==> config.mk <==
export PLATFORM = sky130hd
export DESIGN_NAME = ssym_ctrl
export DESIGN_NICKNAME = d
export VERILOG_FILES = /design/src/hw/rtl/ssym_pkg.sv /design/src/hw/rtl/ssym_ctrl.sv
export SDC_FILE = /design/constraint.sdc
export NUM_CORES = 1
export LEC_CHECK = 0
export BUFFER_PORTS_ARGS = -buffer_cell sky130_fd_sc_hd__buf_2
export CORE_AREA = 8 8 45 47
export CTS_BUF_LIST = sky130_fd_sc_hd__clkbuf_16
export DETAILED_ROUTE_END_ITERATION = 16
export DIE_AREA = 0 0 53 55
export GPL_ROUTABILITY_DRIVEN = 1
export SYNTH_ARGS = -nofsm -noshare
export SYNTH_HDL_FRONTEND = slang
export SYNTH_SLANG_ARGS = --single-unit
==> constraint.sdc <==
create_clock -name clk -period 1.9 [get_ports clk]
set_input_delay 0.19 -clock clk [delete_from_list [all_inputs] [get_ports clk]]
set_output_delay 0.19 -clock clk [all_outputs]
set_load 0.01 [all_outputs]
==> src/hw/rtl/ssym_pkg.sv <==
// Shared types and constants of the scoped symbol table.
// Item kinds, result codes, controller states and the control/status bundles.
// No dependencies.
`timescale 1ns / 1ps

package ssym_pkg;

	localparam int KIND_W     = 3;
	localparam int KEY_W      = 64;
	localparam int SCOPE_W    = 8;
	localparam int STATUS_W   = 3;
	localparam int INDEX_W    = 8;
	localparam int TOTAL_W    = 9;
	localparam int IN_DATA_W  = 72;
	localparam int OUT_DATA_W = 32;

	typedef enum logic [KIND_W-1:0] {
		K_DECLARE = 3'd0,
		K_ENTER   = 3'd1,
		K_LEAVE   = 3'd2,
		K_LOOKUP  = 3'd3,
		K_DROP    = 3'd4,
		K_CLEAR   = 3'd5
	} kind_t;

	typedef enum logic [STATUS_W-1:0] {
		ST_OK        = 3'd0,
		ST_NOT_FOUND = 3'd1,
		ST_FULL      = 3'd2,
		ST_EMPTY     = 3'd3,
		ST_SCOPE     = 3'd4
	} status_t;

	typedef enum logic [1:0] {
		S_IDLE,
		S_EXEC,
		S_SCAN,
		S_RESULT
	} state_t;

	typedef struct packed {
		logic load;
		logic exec_simple;
		logic scan_start;
		logic scan_step;
		logic emit;
	} cmd_t;

	typedef struct packed {
		logic scan_needed;
		logic scan_done;
		logic out_free;
	} sts_t;

endpackage

==> src/hw/rtl/ssym_ctrl.sv <==
// Controller state machine of the scoped symbol table.
// Sequences load, execute, table scan and result hand-off; uses ssym_pkg.
`timescale 1ns / 1ps

module ssym_ctrl (
	input  logic          clk,
	input  logic          arst_n,
	input  logic          s_tvalid,
	output logic          s_tready,
	input  ssym_pkg::sts_t sts,
	output ssym_pkg::cmd_t cmd
);

	import ssym_pkg::*;

	state_t state_q;
	state_t state_d;

	always_ff @(posedge clk or negedge arst_n) begin
		if (!arst_n) begin
			state_q <= S_IDLE;
		end else begin
			state_q <= state_d;
		end
	end

	always_comb begin
		state_d = state_q;
		case (state_q)
			S_IDLE: begin
				if (s_tvalid) state_d = S_EXEC;
			end
			S_EXEC: begin
				state_d = sts.scan_needed ? S_SCAN : S_RESULT;
			end
			S_SCAN: begin
				if (sts.scan_done) state_d = S_RESULT;
			end
			S_RESULT: begin
				if (sts.out_free) state_d = S_IDLE;
			end
			default: begin
				state_d = S_IDLE;
			end
		endcase
	end

	always_comb begin
		s_tready        = 1'b0;
		cmd             = '0;
		case (state_q)
			S_IDLE: begin
				s_tready = 1'b1;
				cmd.load = s_tvalid;
			end
			S_EXEC: begin
				cmd.exec_simple = !sts.scan_needed;
				cmd.scan_start  = sts.scan_needed;
			end
			S_SCAN: begin
				cmd.scan_step = 1'b1;
			end
			S_RESULT: begin
				cmd.emit = sts.out_free;
			end
			default: begin
				cmd = '0;
			end
		endcase
	end

endmodule

; ---- Word level (Yosys, flattened, before mapping)
; Index checks and enable logic that the tools add are counted.
[totals]
reg_bits = 2
wordCells = 20
[classes]
n_eq_ne = 6
reduce_logical = 3
n_mux = 10
[ops]
columns = op, count
row1 = 2-to-1 mux 2 bit, 4
row2 = case mux 2 bit (4 select lines), 1
row3 = "!= test 2 bit, second input constant", 3
row4 = 2-to-1 mux 1 bit, 5
row5 = "equality test 2 bit, second input constant", 2
row6 = AND reduction 3 bit, 1
row7 = "equality test 2 x 1 -> 1 bit, second input constant", 1
row8 = logical NOT 2 bit, 1
row9 = logical NOT 1 bit, 1

; ---- Depth between registers and ports, before layout
; Gate-level depths: netlist of run 1.
[depth]
depth_word = 3
mapped_depth = 5
depth_no_buf = 5

; ---- Least setup slack after synthesis of run 1
; Ideal clock, no wire load.
[synth_timing]
kind = flip-flop to flip-flop
start = reg state_q[0]
end = reg state_q[1]
t_required_ns = 1.775
path_stages_with_launch = 6
setup_time_ns = 0.125
t_arrival_ns = 1.311
setup_slack_ns = 0.464
path_buffers = 0
path_cell_list = dfrtp_1 -> inv_2 -> ha_1 -> nor2b_4 -> nor3_4 -> mux2_4
[synth_via]
elab_chain_cells = 3
[synth_rtl]
columns = element, line_no
row1 = start: declaration, ssym_ctrl.sv:16  ; state_t state_q;
row2 = start signal: assignment, ssym_ctrl.sv:23  ; state_q <= state_d;
row3 = equality test 2 bit or logical NOT 2 bit (tied branches), ssym_ctrl.sv:29  ; case (state_q)
row4 = != test 2 bit (no line), --
row5 = AND reduction 3 bit (no line), --
; Several ways; a longest one is shown, not always the timed one.
; A chain may end at the register's enable or synchronous reset.

; ---- Worst setup path in the final report of run 1
; Ends and elaborated chain as after synthesis.

==> results of run 1 <==
-- power by group through the flow --
stage	clock, mW	combinational, mW	sequential [mW]
4_1_cts	0.322	0.357	0.0997
5_1_grt	0.328	0.385	0.105
3_5_place_dp	0	0.351	0.0994
3_3_place_gp	0	0.345	0.0998
2_1_floorplan	0	0.273	0.0913
6_report	0.314	0.348	0.0993
-- through the flow --
step / hold slack [ps] / cells / setup WS [ps] / util
2_1_floorplan: -105.6 / 21 / 464.3 / -
3_3_place_gp: -21.54 / 48 / 454.5 / 0.2251
3_5_place_dp: -23.58 / 48 / 442.9 / 0.2251
4_1_cts: 278.1 / 52 / 427.2 / 0.2866
5_1_grt: 286.3 / 52 / 360.8 / 0.2866
6_report: 282.3 / 52 / 445.5 / 0.2866
-- worst paths after layout --
check,startpoint,to,depth (start not counted)
max,state_q[0],state_q[1],5
min,arst_n,state_q[0],2
max reg2reg,state_q[0],state_q[1],5
min reg2reg,state_q[1],state_q[1],1
max in group asynchronous,arst_n,state_q[1],2
min in group clk,sts[1],state_q[0],4
-- cell families (layout without fill, tap and decap cells) --
| logic type | after synthesis | in the layout | share of synthesized area |
|---|---|---|---|
| DFF | 2 | 2 | 0.2116 |
| muxes | 1 | 1 | 0.06347 |
| adders and majority gates | 4 | 4 | 0.2116 |
| AOI/OAI and AO/OA | 2 | 2 | 0.1058 |
| and+or+nand+nor | 9 | 9 | 0.3599 |
| buffers and inverters | 3 | 18 | 0.04762 |
-- routing by layer --
layer / routed length [um] / track usage / up-vias
li1: - / - / 98
met1: 213 / 0.03939 / 86
met2: 260 / 0.06445 / 7
met3: 48 / 0.01872 / 0
met4: 0 / 0.05172 / 0
met5: 0 / 0 / -
-- area by class of cell --
class | instances | area (sq um)
inverters | 3 | 11.26
well taps | 16 | 20.02
repair buffers | 12 | 65.06
clock buffers | 3 | 75.07
fillers | 155 | 987.2
multi-input cells | 16 | 175.2
flip-flops and latches | 2 | 50.05
-- Yosys cell counts --
cell type | number | area (sq um)
nor2b_1 | 1 | 6.260
nor2b_4 | 2 | 27.53
mux2_4 | 1 | 15.01
and2_1 | 2 | 12.51
inv_2 | 1 | 3.750
nor3_4 | 1 | 16.27
a2bb2oi_1 | 1 | 8.760
and2_2 | 1 | 7.510
nor2b_2 | 1 | 8.760
ha_1 | 4 | 50.05
o41ai_2 | 1 | 16.27
dfrtp_1 | 2 | 50.05
inv_1 | 2 | 7.510
or2_2 | 1 | 6.260
-- critical path: stages, from the launching register on --
cell	delay (ps)
dfrtp_1	410
inv_2	70
ha_1	230
nor2b_2	170
nor3_4	130
mux2_4	320
==> flow_metrics.tcl, run 1 <==
set metrics [dict create \
    status "completed" \
    clkSlewWorstSetupHoldPaths_ps 30 \
    ys_types 14 \
    cts_setup_buffers 0 \
    p_seq_frac 0.130 \
    grt_overflow_total 0 \
    postRouteAntennaNets 0 \
    setup_viol 0 \
    period_minus_slack_ps 1455 \
    die_y_um 55 \
    drc 0 \
    cp_max_fo 5 \
    grt_max_degree 6 \
    leakagePower_nw 0.2077 \
    rsz0062_at_grt "no" \
    netSwitchingPower_mw 0.2279 \
    reg_top3 "state_q (2)" \
    place_area_sq_um 311.5 \
    clock_skew_ps 0.02452 \
    fp.dieW_um 53 \
    syn_to_final_growth_pct 67.72 \
    crit_type "reg -> reg" \
    antenna_found_initial 0 \
    hold_viol_final 0 \
    p_per_area_nw_per_um2 1920 \
    dieArea_sq_um 2915 \
    layout-drive-gt1-share 0.6389 \
    dr.pass1.iters 1 \
    timing.final.crit_share 0.7656 \
    cp-end-kind "flop" \
    fin_total_pwr_mw 0.7614 \
    portBuffers 11 \
    post_drt_via_cell_ratio 3.673 \
    ys_seq_elements 2 \
    cts_sinks 2 \
    slew_viol_final 0 \
    cp-start-kind "flop" \
    place.gp.congestion 0.7623 \
    p_int_mw 0.5335 \
    ios 12 \
    max_cap_violations 0 \
    layout_common_cells "buf_2 (11), ha_1 (4), clkbuf_16 (3)" \
    fin_area_sq_um 396.6 \
    avgSynthCellArea_sq_um 11.26 \
    wl_per_cell_um 10.02 \
    ir_drop_uv 735.5 \
    grt_pass1_wl_um 862 \
    cts_tree "done" \
    reg2reg_slack_ps 450 \
    final_common_cell "buf_2" \
    cts_root_buf "clkbuf_16" \
    initial_core_util 0.1709 \
    cp.arrival_ps 1550 \
    swShare 0.2993 \
    combPwrFrac 0.457 \
    crit_required_ps 2000 \
    regMostFlops "state_q" \
    ys_seq_area_frac 0.2116 \
    max_freq_mhz 687.5 \
    ys_warn_count 0 \
    wirelength_um 521 \
    insertion_delay_ps 220 \
    post_synth_inst_count 21 \
    clockPowerShare 0.412 \
    rows 14 \
    slew_headroom 0.8443 \
    drtIter0Drc 0 \
    htree_levels 1 \
    grt_use_total 0.04258 \
    fin_nets 48 \
    setup_tns_ps 0 \
    largest_reg_flops 2 \
    cts_buffers 3 \
    insertedDiodeCount 0 \
    core_area_sq_um 1384 \
    worst_hold_path_type "in -> async" \
    synth_fp_nets 31 \
    cts_hold_buf 1 \
    clockBufferDepth 2 \
    syn_area_sq_um 236.5 \
    cts_resized 0 \
    vias 191 \
    grt_pass1_vias 212 \
    tightest_slew_ps 231.0 \
]
Note: power is estimated with default switching activity, not from simulation.
==> run 2: changes to the inputs <==
==> constraint.sdc (replaced) <==
create_clock -name clk -period 1.44 [get_ports clk]
set_input_delay 0.144 -clock clk [delete_from_list [all_inputs] [get_ports clk]]
set_output_delay 0.144 -clock clk [all_outputs]
set_load 0.01 [all_outputs]
==> run 2 against run 1 <==
Net effect:
- clock-buffer cell count is the same
- global-route usage shrank 0.10 points
- clock skew grew 1.6 ps
- first-iteration DRC count is the same
- power grew 41%
- critical path type unchanged
- critical endpoint unchanged
- largest cell class unchanged
- largest power group unchanged
==> flow_metrics.tcl, run 2 (same netlist as run 1, synthesis figures left out) <==
set metrics [dict create \
    dieArea_sq_um 2915 \
    cpMaxStageDelayCell "dfrtp_2" \
    clock_skew_ps 1.647 \
    cts_root_buf "clkbuf_16" \
    worst_hold_path_type "in -> async" \
    rows 14 \
    cts_buffers 3 \
    initial_core_util 0.1709 \
    slew_viol_final 0 \
    clkSlewWorstSetupHoldPaths_ps 30 \
    r2r_end "state_q[1]" \
    hold_viol_final 0 \
    ir_drop_uv 1052 \
    status "completed" \
    layout-drive-gt1-share 0.8421 \
    setup_tns_ps 0 \
    insertedDiodeCount 0 \
    reg_top3 "state_q (2)" \
    cp.arrival_ps 1500 \
    postRouteAntennaNets 0 \
    dr.pass1.iters 1 \
    regMostFlops "state_q" \
    fin_nets 50 \
    path_cells "inv_2 -> ha_2 -> nor2b_4 -> nor3_4 -> mux2_4" \
    slew_headroom 0.8346 \
    setup_viol 0 \
    grt_max_degree 6 \
    critPathMaxStageDelay_ps 400 \
    die_y_um 55 \
    grt_use_total 0.04155 \
    vias 209 \
    wl_per_cell_um 9.759 \
    cts_setup_buffers 0 \
    critPathBufInv 1 \
    placed_cells 50 \
    drtIter0Drc 0 \
    r2r_cells 5 \
    rsz0062_at_grt "yes" \
    cp_top_family "flip-flops" \
    fp.dieW_um 53 \
    period_minus_slack_ps 1402 \
    leakagePower_nw 0.2123 \
    crit_required_ps 1540 \
    clockBufferDepth 2 \
    fin_total_pwr_mw 1.072 \
    fin_area_sq_um 429.2 \
    post_drt_via_cell_ratio 3.870 \
    wirelength_um 527 \
    syn_to_final_growth_pct 81.48 \
    antenna_found_initial 0 \
    grt_pass1_wl_um 862 \
    reg2reg_slack_ps 40 \
    core_area_sq_um 1384 \
    cts_sinks 2 \
    cp-end-kind "flop" \
    max_cap_violations 0 \
    final_common_cell "buf_2" \
    max_freq_mhz 713.0 \
    crit_type "reg -> reg" \
    grt_overflow_total 0 \
    timing.final.crit_share 0.9739 \
    ios 12 \
    tightest_slew_ps 245.4 \
    place_area_sq_um 326.6 \
    cp-start-kind "flop" \
    grt_pass1_vias 210 \
    portBuffers 11 \
    fin_hold_ws_ps 239.0 \
    htree_levels 1 \
    cts_tree "done" \
    worstReg2RegStart "state_q[0]" \
    insertion_delay_ps 220 \
    place.gp.congestion 0.6307 \
    final-seq-area_sq_um 52.55 \
    multi_input_area_sq_um 190.2 \
    num-fill-cells 152 \
    fin_cells 54 \
    p_per_area_nw_per_um2 2498 \
    largest_reg_flops 2 \
    layout_common_cells "buf_2 (11), nor2b_4 (3), ha_2 (3), clkbuf_16 (3)" \
    drc 0 \
    cp_max_fo 5 \
]
==> run 2: cell types whose count changed in the layout (fill, tap and decap cells not counted), sizes merged <==
cell / previous run / this run
buf: 11 / 13
==> run 2: worst reg2reg max path: stages (launching register included) <==
cell	delay [ps]
dfrtp_2	400
inv_2	60
ha_2	180
nor2b_4	130
nor3_4	200
mux2_4	320
==> run 2: repair_timing <==
item / 4_1_cts / 5_1_grt
setup endpoints to repair: 2 / 4
hold endpoints to repair: 2 / 0
pin swaps: 0 / 3
gates resized for setup: 2 / 6
hold buffers: 1 / 0
==> run 2: report_power, final <==
group	total (mW)	switching (mW)	internal [mW]
clock	0.412	0.0594	0.353
sequential	0.143	0.0473	0.0954
combinational	0.517	0.209	0.308
total	1.07	0.316	0.756
==> run 2: worst max path at each step <==
stage / start / to / slack, ps / cells past startpoint
3_5_place_dp: state_q[0] / state_q[1] / -30 / 5
2_1_floorplan: state_q[0] / state_q[1] / 4 / 5
3_3_place_gp: state_q[0] / state_q[1] / -6 / 5
5_1_grt: state_q[0] / state_q[0] / -20 / 4
4_1_cts: state_q[0] / state_q[1] / 7 / 4
6_report: state_q[0] / state_q[1] / 40 / 5
==> run 2: per-stage QoR <==
step | setup slack [ps] | util
5_1_grt | -16.20 | 0.3101
4_1_cts | 7.487 | 0.2984
3_3_place_gp | -5.949 | 0.2360
2_1_floorplan | 4.314 | -
3_5_place_dp | -25.77 | 0.2360
6_report | 37.55 | 0.3101
==> run 2: per-layer routing <==
layer  share of wire  vias up  global-route usage
li1                -      104                   -
met1            0.42       98             0.04414
met2            0.49        7             0.06250
met3           0.085        0             0.02406
met4               0        0             0.02586
met5               0        -                   0
==> run 2: cell type report <==
cell class	instances	area share
tap	16	0.04665
multi-input combinational	16	0.4431
sequential	2	0.1224
timing repair buffer	14	0.1866
inverter	3	0.02624
clock buffer	3	0.1749
